File: src/hw/rtl/nfd_pkg.sv
// ----------------------------------------------------------------------------
// nfd_pkg
// Shared types and constants of the notch filter tone detector.
// ----------------------------------------------------------------------------
`default_nettype none

package nfd_pkg;

   // Datapath widths
   localparam int SAMPLE_W = 16;
   localparam int COEF_W   = 17;
   localparam int C2_W     = 15;
   localparam int Y_W      = 48;
   localparam int DIGIT_W  = 8;
   localparam int NDIG_A   = SAMPLE_W / DIGIT_W;

   // Energy and count
   localparam int ENERGY_W = 24;
   localparam int ABS_W    = SAMPLE_W + 1;
   localparam int COUNT_W  = 9;
   localparam int THR_W    = COUNT_W + 9;
   localparam logic [ENERGY_W-1:0] ENERGY_MAX = {ENERGY_W{1'b1}};
   localparam logic [COUNT_W-1:0]  COUNT_MAX  = {COUNT_W{1'b1}};
   localparam int MIN_ENERGY     = 500;
   localparam int WINDOW_SAMPLES = 40;

   // Tone status codes
   localparam logic [1:0] STATUS_NONE    = 2'd0;
   localparam logic [1:0] STATUS_ABSENT  = 2'd1;
   localparam logic [1:0] STATUS_PRESENT = 2'd2;

   // Register map
   localparam int CSR_ADDR_W = 4;
   localparam int CSR_DATA_W = 32;
   localparam logic [1:0] REG_FF  = 2'd0;
   localparam logic [1:0] REG_FB2 = 2'd1;
   localparam logic [1:0] REG_FB1 = 2'd2;

   typedef enum logic [2:0] {
      ST_IDLE,
      ST_MUL_FF,
      ST_MUL_FB2,
      ST_MUL_FB1,
      ST_SUM,
      ST_ENERGY,
      ST_DECIDE
   } state_type;

   // Sequencer controls for the digit-serial multiply-accumulate
   typedef struct packed {
      logic start;
      logic load;
      logic step;
      logic first;
   } mac_ctrl_type;

endpackage

`default_nettype wire

File: src/hw/rtl/nfd_mac.sv
// ----------------------------------------------------------------------------
// nfd_mac
// Digit-serial multiply-accumulate: the coefficient stays parallel, the
// operand shifts out MSB digit first, products sum modulo 2^48.
// ----------------------------------------------------------------------------
`default_nettype none

module nfd_mac
   import nfd_pkg::*;
#(
   parameter int OP_W = 40
)
(
   input  wire logic                     clock,
   input  wire mac_ctrl_type             ctrl,
   input  wire logic signed [COEF_W-1:0] coeff,
   input  wire logic [OP_W-1:0]          operand,
   input  wire logic [Y_W-1:0]           init,
   output logic [Y_W-1:0]                y
);

   localparam int PROD_W = COEF_W + DIGIT_W + 1;

   logic [OP_W-1:0]          op_ff, op_in;
   logic [Y_W-1:0]           p_ff, p_in;
   logic [Y_W-1:0]           s_ff, s_in;
   logic [DIGIT_W-1:0]       digit;
   logic signed [DIGIT_W:0]  digit_ext;
   logic signed [PROD_W-1:0] prod;
   logic [Y_W-1:0]           prod_ext;

   // Top digit of each operand is signed, the rest unsigned
   assign digit     = op_ff[OP_W-1 -: DIGIT_W];
   assign digit_ext = ctrl.first ? signed'({digit[DIGIT_W-1], digit})
                                 : signed'({1'b0, digit});
   assign prod      = coeff * digit_ext;
   assign prod_ext  = {{(Y_W-PROD_W){prod[PROD_W-1]}}, prod};

   // Partial product, running sum and operand shifter
   always_comb begin
      op_in = op_ff;
      p_in  = p_ff;
      s_in  = s_ff;
      if (ctrl.start || ctrl.load) begin
         op_in = operand;
      end else if (ctrl.step) begin
         op_in = op_ff << DIGIT_W;
      end
      if (ctrl.start) begin
         p_in = '0;
         s_in = init;
      end else if (ctrl.step) begin
         if (ctrl.first) begin
            // previous product is complete: fold it into the sum
            p_in = prod_ext;
            s_in = s_ff + p_ff;
         end else begin
            p_in = (p_ff << DIGIT_W) + prod_ext;
         end
      end
   end

   always_ff @(posedge clock) begin
      op_ff <= op_in;
      p_ff  <= p_in;
      s_ff  <= s_in;
   end

   assign y = s_ff + p_ff;

endmodule

`default_nettype wire

File: src/hw/rtl/notch_filter_tone_detector.sv
// ----------------------------------------------------------------------------
// notch_filter_tone_detector: IIR notch filter with tone detection
// Each request steps through the multiply states FF, FB2 and FB1 on the
//   8-bit digit-serial multiplier, then SUM, ENERGY and DECIDE.
// A new request is taken only back in IDLE, after the response is registered.
// Reset: synchronous; clears filter state, energies, count and coefficients.
// ----------------------------------------------------------------------------
`default_nettype none

module notch_filter_tone_detector
   import nfd_pkg::*;
#(
   parameter int FRAC_BITS = 14
)
(
   input  wire logic                       clock,
   input  wire logic                       reset,
   // request channel
   input  wire logic                       req_valid,
   output logic                            req_ready,
   input  wire logic signed [SAMPLE_W-1:0] req_sample,
   input  wire logic                       req_chunk_end,
   // response channel
   output logic                            rsp_valid,
   input  wire logic                       rsp_ready,
   output logic signed [SAMPLE_W-1:0]      rsp_filtered_sample,
   output logic [1:0]                      rsp_tone_status,
   // configuration port
   input  wire logic                       csr_psel,
   input  wire logic                       csr_penable,
   input  wire logic                       csr_pwrite,
   input  wire logic [CSR_ADDR_W-1:0]      csr_paddr,
   input  wire logic [CSR_DATA_W-1:0]      csr_pwdata,
   output logic [CSR_DATA_W-1:0]           csr_prdata,
   output logic                            csr_pready
);

   localparam int YS_W   = Y_W - FRAC_BITS;
   localparam int NDIG_Y = (YS_W + DIGIT_W - 1) / DIGIT_W;
   localparam int OP_W   = NDIG_Y * DIGIT_W;
   localparam int DIG_W  = $clog2(NDIG_Y);
   localparam logic [DIG_W-1:0] LAST_A = DIG_W'(NDIG_A - 1);
   localparam logic [DIG_W-1:0] LAST_Y = DIG_W'(NDIG_Y - 1);

   function automatic logic [ABS_W-1:0] abs_sample(input logic [SAMPLE_W-1:0] s);
      logic [ABS_W-1:0] e;
      e = {s[SAMPLE_W-1], s};
      return s[SAMPLE_W-1] ? (~e + ABS_W'(1)) : e;
   endfunction

   function automatic logic [ENERGY_W-1:0] sat_add(input logic [ENERGY_W-1:0] acc,
                                                   input logic [ABS_W-1:0]    add);
      logic [ENERGY_W:0] sum;
      sum = {1'b0, acc} + (ENERGY_W+1)'(add);
      return sum[ENERGY_W] ? ENERGY_MAX : sum[ENERGY_W-1:0];
   endfunction

   state_type state_ff, state_in;
   logic [DIG_W-1:0] dig_ff, dig_in;

   logic [COEF_W-1:0] cff_ff, cff_in;
   logic [C2_W-1:0]   c2_ff, c2_in;
   logic [COEF_W-1:0] c1_ff, c1_in;

   logic [SAMPLE_W-1:0] d1_ff, d1_in;
   logic [SAMPLE_W-1:0] d2_ff, d2_in;
   logic signed [Y_W-1:0] y1_ff, y1_in;
   logic signed [Y_W-1:0] y2_ff, y2_in;
   logic [ENERGY_W-1:0] eb_ff, eb_in;
   logic [ENERGY_W-1:0] ea_ff, ea_in;
   logic [COUNT_W-1:0]  cnt_ff, cnt_in;
   logic                chunk_ff, chunk_in;
   logic [SAMPLE_W-1:0] filt_ff, filt_in;
   logic [THR_W-1:0]    thr_ff, thr_in;

   logic                rsp_valid_ff, rsp_valid_in;
   logic [SAMPLE_W-1:0] rsp_filt_ff, rsp_filt_in;
   logic [1:0]          rsp_status_ff, rsp_status_in;

   logic accept, last_digit, rsp_free, decide, tone;
   logic csr_wr;
   logic [1:0] csr_index;
   mac_ctrl_type mac_ctrl;
   logic signed [COEF_W-1:0] mac_coeff;
   logic [OP_W-1:0] mac_operand;
   logic [Y_W-1:0]  mac_init;
   logic [Y_W-1:0]  y;
   logic signed [Y_W-1:0] ys1, ys2;
   logic [Y_W-1:0] x_ext, d2_ext;
   logic [ENERGY_W:0] after_thr;

   assign accept    = req_valid && req_ready;
   assign rsp_free  = !rsp_valid_ff || rsp_ready;
   assign csr_wr    = csr_psel && csr_penable && csr_pwrite && csr_pready;
   assign csr_index = csr_paddr[CSR_ADDR_W-1:2];
   assign csr_pready = 1'b1;

   assign last_digit = (state_ff == ST_MUL_FF) ? (dig_ff == LAST_A) : (dig_ff == LAST_Y);

   // Previous outputs scaled down for the feedback products
   assign ys1 = y1_ff >>> FRAC_BITS;
   assign ys2 = y2_ff >>> FRAC_BITS;

   // New input plus input two back, both scaled up
   assign x_ext  = {{(Y_W-SAMPLE_W){req_sample[SAMPLE_W-1]}}, req_sample} << FRAC_BITS;
   assign d2_ext = {{(Y_W-SAMPLE_W){d2_ff[SAMPLE_W-1]}}, d2_ff} << FRAC_BITS;
   assign mac_init = x_ext + d2_ext;

   // Next state
   always_comb begin
      state_in = state_ff;
      case (state_ff)
         ST_IDLE:    if (req_valid) state_in = ST_MUL_FF;
         ST_MUL_FF:  if (last_digit) state_in = ST_MUL_FB2;
         ST_MUL_FB2: if (last_digit) state_in = ST_MUL_FB1;
         ST_MUL_FB1: if (last_digit) state_in = ST_SUM;
         ST_SUM:     state_in = ST_ENERGY;
         ST_ENERGY:  state_in = ST_DECIDE;
         ST_DECIDE:  if (rsp_free) state_in = ST_IDLE;
         default:    state_in = ST_IDLE;
      endcase
   end

   // Sequencer outputs
   always_comb begin
      req_ready      = 1'b0;
      mac_ctrl       = '0;
      mac_coeff      = '0;
      mac_operand    = {d1_ff, {(OP_W-SAMPLE_W){1'b0}}};
      dig_in         = dig_ff;
      case (state_ff)
         ST_IDLE: begin
            req_ready      = 1'b1;
            mac_ctrl.start = req_valid;
            mac_ctrl.load  = req_valid;
            dig_in         = '0;
         end
         ST_MUL_FF: begin
            mac_ctrl.step  = 1'b1;
            mac_ctrl.first = (dig_ff == '0);
            mac_ctrl.load  = last_digit;
            mac_coeff      = signed'(cff_ff);
            mac_operand    = ys2[OP_W-1:0];
            dig_in         = last_digit ? '0 : dig_ff + DIG_W'(1);
         end
         ST_MUL_FB2: begin
            mac_ctrl.step  = 1'b1;
            mac_ctrl.first = (dig_ff == '0);
            mac_ctrl.load  = last_digit;
            mac_coeff      = signed'({{(COEF_W-C2_W){c2_ff[C2_W-1]}}, c2_ff});
            mac_operand    = ys1[OP_W-1:0];
            dig_in         = last_digit ? '0 : dig_ff + DIG_W'(1);
         end
         ST_MUL_FB1: begin
            mac_ctrl.step  = 1'b1;
            mac_ctrl.first = (dig_ff == '0);
            mac_coeff      = signed'(c1_ff);
            dig_in         = last_digit ? '0 : dig_ff + DIG_W'(1);
         end
         default: begin
         end
      endcase
   end

   nfd_mac #(
      .OP_W (OP_W)
   ) u_mac (
      .clock   (clock),
      .ctrl    (mac_ctrl),
      .coeff   (mac_coeff),
      .operand (mac_operand),
      .init    (mac_init),
      .y       (y)
   );

   // Decision: quotient above the floor means diff >= (floor + 1) * count
   assign after_thr = {1'b0, ea_ff} + (ENERGY_W+1)'(thr_ff);
   assign tone      = ({1'b0, eb_ff} >= after_thr);
   assign decide    = chunk_ff && (32'(cnt_ff) >= WINDOW_SAMPLES) && (cnt_ff != '0);

   // Datapath and state updates
   always_comb begin
      cff_in        = cff_ff;
      c2_in         = c2_ff;
      c1_in         = c1_ff;
      d1_in         = d1_ff;
      d2_in         = d2_ff;
      y1_in         = y1_ff;
      y2_in         = y2_ff;
      eb_in         = eb_ff;
      ea_in         = ea_ff;
      cnt_in        = cnt_ff;
      chunk_in      = chunk_ff;
      filt_in       = filt_ff;
      thr_in        = thr_ff;
      rsp_valid_in  = rsp_valid_ff && !rsp_ready;
      rsp_filt_in   = rsp_filt_ff;
      rsp_status_in = rsp_status_ff;

      // configuration writes
      if (csr_wr) begin
         case (csr_index)
            REG_FF:  cff_in = csr_pwdata[COEF_W-1:0];
            REG_FB2: c2_in  = csr_pwdata[C2_W-1:0];
            REG_FB1: c1_in  = csr_pwdata[COEF_W-1:0];
            default: begin
            end
         endcase
      end

      // request taken: input delay line and input energy
      if (accept) begin
         d2_in    = d1_ff;
         d1_in    = req_sample;
         chunk_in = req_chunk_end;
         eb_in    = sat_add(eb_ff, abs_sample(req_sample));
      end

      case (state_ff)
         ST_SUM: begin
            y2_in   = y1_ff;
            y1_in   = signed'(y);
            filt_in = y[FRAC_BITS+SAMPLE_W-1:FRAC_BITS];
            if (cnt_ff != COUNT_MAX) begin
               cnt_in = cnt_ff + COUNT_W'(1);
            end
         end
         ST_ENERGY: begin
            ea_in  = sat_add(ea_ff, abs_sample(filt_ff));
            thr_in = THR_W'(cnt_ff * (MIN_ENERGY + 1));
         end
         ST_DECIDE: begin
            if (rsp_free) begin
               rsp_valid_in  = 1'b1;
               rsp_filt_in   = filt_ff;
               rsp_status_in = STATUS_NONE;
               if (decide) begin
                  rsp_status_in = tone ? STATUS_PRESENT : STATUS_ABSENT;
                  eb_in         = '0;
                  ea_in         = '0;
                  cnt_in        = '0;
               end
            end
         end
         default: begin
         end
      endcase
   end

   // Control and filter state
   always_ff @(posedge clock) begin
      if (reset) begin
         state_ff     <= ST_IDLE;
         dig_ff       <= '0;
         cff_ff       <= '0;
         c2_ff        <= '0;
         c1_ff        <= '0;
         d1_ff        <= '0;
         d2_ff        <= '0;
         y1_ff        <= '0;
         y2_ff        <= '0;
         eb_ff        <= '0;
         ea_ff        <= '0;
         cnt_ff       <= '0;
         rsp_valid_ff <= 1'b0;
      end else begin
         state_ff     <= state_in;
         dig_ff       <= dig_in;
         cff_ff       <= cff_in;
         c2_ff        <= c2_in;
         c1_ff        <= c1_in;
         d1_ff        <= d1_in;
         d2_ff        <= d2_in;
         y1_ff        <= y1_in;
         y2_ff        <= y2_in;
         eb_ff        <= eb_in;
         ea_ff        <= ea_in;
         cnt_ff       <= cnt_in;
         rsp_valid_ff <= rsp_valid_in;
      end
   end

   // Payload registers
   always_ff @(posedge clock) begin
      chunk_ff      <= chunk_in;
      filt_ff       <= filt_in;
      thr_ff        <= thr_in;
      rsp_filt_ff   <= rsp_filt_in;
      rsp_status_ff <= rsp_status_in;
   end

   // Register readback
   always_comb begin
      case (csr_index)
         REG_FF:  csr_prdata = CSR_DATA_W'(cff_ff);
         REG_FB2: csr_prdata = CSR_DATA_W'(c2_ff);
         REG_FB1: csr_prdata = CSR_DATA_W'(c1_ff);
         default: csr_prdata = '0;
      endcase
   end

   assign rsp_valid           = rsp_valid_ff;
   assign rsp_filtered_sample = signed'(rsp_filt_ff);
   assign rsp_tone_status     = rsp_status_ff;

endmodule

`default_nettype wire

File: config.mk
export PLATFORM = sky130hd
export DESIGN_NAME = notch_filter_tone_detector
export DESIGN_NICKNAME = d
export VERILOG_FILES = /design/src/hw/rtl/nfd_pkg.sv /design/src/hw/rtl/nfd_mac.sv /design/src/hw/rtl/notch_filter_tone_detector.sv
export SDC_FILE = /design/constraint.sdc
export NUM_CORES = 2
export LEC_CHECK = 0
export BUFFER_PORTS_ARGS = -buffer_cell sky130_fd_sc_hd__buf_2
export CORE_MARGIN = 10
export CORE_UTILIZATION = 34
export DETAILED_ROUTE_END_ITERATION = 8
export PLACE_DENSITY = 0.58
export REMOVE_ABC_BUFFERS = 1
export SYNTH_ARGS = -nofsm -noshare
export SYNTH_HDL_FRONTEND = slang
export SYNTH_SLANG_ARGS = --single-unit
File: constraint.sdc
create_clock -name clock -period 8.4 [get_ports clock]
set_clock_uncertainty 0.05 [all_clocks]
set_input_delay 0 -clock clock [delete_from_list [all_inputs] [get_ports clock]]
set_output_delay 0 -clock clock [all_outputs]
set_load 0.01 [all_outputs]
==> metrics.md <==
| Metric | Value |
|---|---|
| P_int | just over 6 mW |
| First-pass GRT wire length | 143,400 um |
| Largest cells by area after synthesis | dfxtp_1 16%, edfxtp_1 13%, ha_1 12% |
| Sequential share of the synthesized area | 29.22% |
| Post-Synthesis Cell Area | 32,370 um^2 |
| Part of the power in the clock network | about a fifth |
| Final WS setup | 0.2952 ns |
| Async set or reset register ratio after synthesis | 0% |
| Slew @ Worst Pin | ~1.2 ns |
| Fmax | 123.4 MHz |
| Clock buffer depth | 3 |
| Cts bufs inserted | 48 |
| Largest net degree at the start of global routing | between 70 and 80 |
| Crit path largest cell delay | between 0.5 and 0.6 ns |
| Placed cells | approximately 5,000 |
| Initial antenna violation count | 1 |
| Core Region | approximately 95,000 um^2 |
| Peak fanout along the critical path | 12 |
| CP Capture Type | flip-flop |
| Top cells by count, synth | 543 x nand2_1, 406 x a21oi_1, 300 x ha_1 |
| Register Area | ~9500 um^2 |
| Clock transition at path regs | 0.06 ns |
| Endpoints failing hold | 0 |
| Syn-to-layout area delta | 14.01% |
| P_sw | roughly 4.9 mW |
| Die Width | ~330 um |
| Combinational Power Share | 53.1% |
| FF-to-FF path depth | 35 |
| FF-to-FF Start | state_ff[0] |
| Maximum vdd drop | 0.0002096 V |
| Synth Flop Type | dfxtp_1 |
| DP Worst Slack | -0.06322 ns |
| Initial Utilization | 34.17% |
| R2R Path End | u_mac.p_ff[43] |
| Antenna viol nets, final | 0 |
| Ports | between 100 and 150 |
| Crit path DAT | roughly 8.5 ns |
| Synth cell types | 97 |
| DRT Wirelength | 90,300 um |
| Design area | 36,900 um^2 |
| Worst skew pair latency | a little over 0.6 ns |
| IO buf count | between 70 and 80 |
| Row count | 113 |
| CTS tree | yes |
| Post-DP Area | roughly 35,000 um^2 |
| Hold path depth | 2 |
| Hold crit path type | in -> reg |
| Syn Inst Count | 3,777 |
| Die Y | 328.5 um |
| Max-slew violation total from the final report | 0 |
| Global route overflow | 0 |
| Syn Area/Cell | around 8.6 um^2 |
| CTS root buf | clkbuf_16 |
| Wire length per cell | 17.34 um |
| Pwr Total | 10.96 mW |
| Final Critical Period | 8.105 ns |
| Post-synth EDFFs | 141 |
| Setup CP Type | reg -> reg |
| DP HPWL | 67,660 um |
| Yosys reg bits | 402 |
| Nets | 4,428 |
| Setup slack, reg-to-reg | 0.30 ns |
| Flop pwr share | 27.1% |
| Synth Warn # | 0 |
| Drt first pass iters | 5 |
| Hold EP | chunk_ff |
| Gpl congestion | 0.8742 |
| # setup viols final | 0 |
| CP most frequent cell | fa_1 |
| Min-Delay Startpoint | req_chunk_end |
| Switching part of the total | 44.72% |
| Period utilization | 96.49% |
| Pleak | 16.06 nW |
| Count leader, synth | nand2_1 |
| Clk sinks | 402 |
| Worst endpoint required time | 8.82 ns |
| Rel. slew slack | 21.03% |
| Critical path startpoint category | flip-flop |
| Vias in the first global route | 25,782 |
| Initial DRC count | roughly 1,600 |
| Final Non-Filler Cells | 5,207 |
| Share of the synthesized area in the top cell type | 16.14% |
| DRC | 0 |
| Layout cells sized above 1 | approximately a tenth |
| DR vias | 27,055 |
| Post-DR vias/cell | about 5.2 |
| Worst hold margin | 0.07816 ns |
| H-Tree Depth | 2 |
| Crit-path slowest cell | fa_1 |
| Multi-input gate area | between 20,000 and 25,000 um^2 |
| Fill cells | 9,638 |
| Die footprint | 107,900 um^2 |
| Max cap viols | 0 |
| GRT Total Usage | about 16% |
| Power Dens Cells | 297.0 nW/um^2 |
| N_diodes | 0 |
| Largest area contributor in the netlist | dfxtp_1 |
| Outcome | finished clean |
==> critical path, delay by kind of cell (launching register included) <==
kind                       cells  cell delay [ns]
xor gates and xnor gates       2             0.23
buffers and inverters          9             0.93
and+or+nand+nor                6             1.18
AOI/OAI and AO/OA             10             1.86
muxes                          1             0.34
adders and majority gates      7             2.99
DFF                            1             0.38
==> logic make-up (layout without fill, tap and decap cells) <==
| family | after synthesis | in the layout | share of synthesized area [%] |
|---|---|---|---|
| other | 2 | 18 | 0.02320 |
| AND/OR/NAND/NOR | 1220 | 1220 | 17.22 |
| XOR/XNOR | 201 | 201 | 5.462 |
| adder cells (fa/ha/maj) | 465 | 465 | 21.80 |
| AO/OA/AOI/OAI | 1041 | 1041 | 19.90 |
| buffers and inverters | 404 | 553 | 4.991 |
| flip-flops | 402 | 402 | 29.22 |
| multiplexers | 42 | 42 | 1.380 |
==> layout by cell type, fill, tap and decap left out, types with 138 or more instances in the layout <==
| cell type | count |
|---|---|
| nor2_1 | 269 |
| fa_1 | 162 |
| dfxtp_1 | 259 |
| xnor2_1 | 138 |
| ha_1 | 291 |
| nand2_1 | 540 |
| a21oi_1 | 399 |
| o21ai_0 | 200 |
| edfxtp_1 | 141 |
| inv_1 | 214 |
==> cell type report <==
| class | instances | area share [%] |
|---|---|---|
| flip-flops and latches | 402 | 25.65 |
| clock buffers | 70 | 3.672 |
| inverters | 218 | 2.221 |
| multi-input cells | 2987 | 58.55 |
| well taps | 1265 | 4.289 |
| repair buffers | 246 | 4.923 |
| clock inverters | 19 | 0.6951 |
==> through the flow <==
| step | utilization [%] | TNS [ns] |
|---|---|---|
| floorplan | - | -19.65 |
| global placement | 36.49 | 0 |
| detailed placement | 36.49 | -0.06322 |
| CTS | 38.62 | 0 |
| global route | 38.96 | -0.1078 |
| finish | 38.96 | 0 |
==> registers in the layout (all words and copies together), names as in the netlist <==
register / cells
u_mac.p_ff: 48
y1_ff: 34
cff_ff: 17
d1_ff: 16
u_mac.op_ff: 40
cnt_ff: 9
eb_ff: 24
d2_ff: 16
u_mac.s_ff: 48
rsp_valid: 1
thr_ff: 18
ea_ff: 24
c2_ff: 15
filt_ff: 16
state_ff: 3
y2_ff: 34
rsp_tone_status: 2
rsp_filtered_sample: 16
c1_ff: 17
dig_ff: 3
chunk_ff: 1
==> power by group through the flow <==
stage          Sequential (mW)  Clock, mW  Combinational, mW
6_report                  2.97       2.17               5.82
5_1_grt                   3.00       2.30               6.45
3_3_place_gp              3.00          0               5.61
2_1_floorplan             2.92          0               3.74
3_5_place_dp              3.00          0               5.61
4_1_cts                   2.97       2.22               5.68
==> metal layers <==
metal  global-route usage, %  vias to the layer above  share of wire [%]
met5                       0                        -              0.014
met2                   25.19                      553                 44
met1                   23.14                    12920                 49
met4                   4.320                        2                2.4
met3                   2.331                      122                4.9
li1                        -                    13458                  -
==> worst max path at each step <==
| stage | startpoint | end | slack [ns] |
|---|---|---|---|
| global route | state_ff[0] | u_mac.p_ff[47] | -0.04 |
| global placement | state_ff[0] | u_mac.p_ff[44] | 0.003 |
| CTS | state_ff[0] | u_mac.p_ff[44] | 0.03 |
| floorplan | state_ff[0] | u_mac.p_ff[43] | -1.24 |
| detailed placement | state_ff[0] | u_mac.p_ff[44] | -0.06 |
| finish | state_ff[0] | u_mac.p_ff[43] | 0.30 |
==> timing repair <==
action | 4_1_cts | 5_1_grt
setup buffers | 0 | 9
hold buffers | 40 | 0
endpoints found under the setup margin | 9 | 24
hold endpoints to repair | 118 | 0
resized for setup | 3 | 58
cloned | 0 | 1
pin swaps | 0 | 27
(Power assumes the default switching activity.)
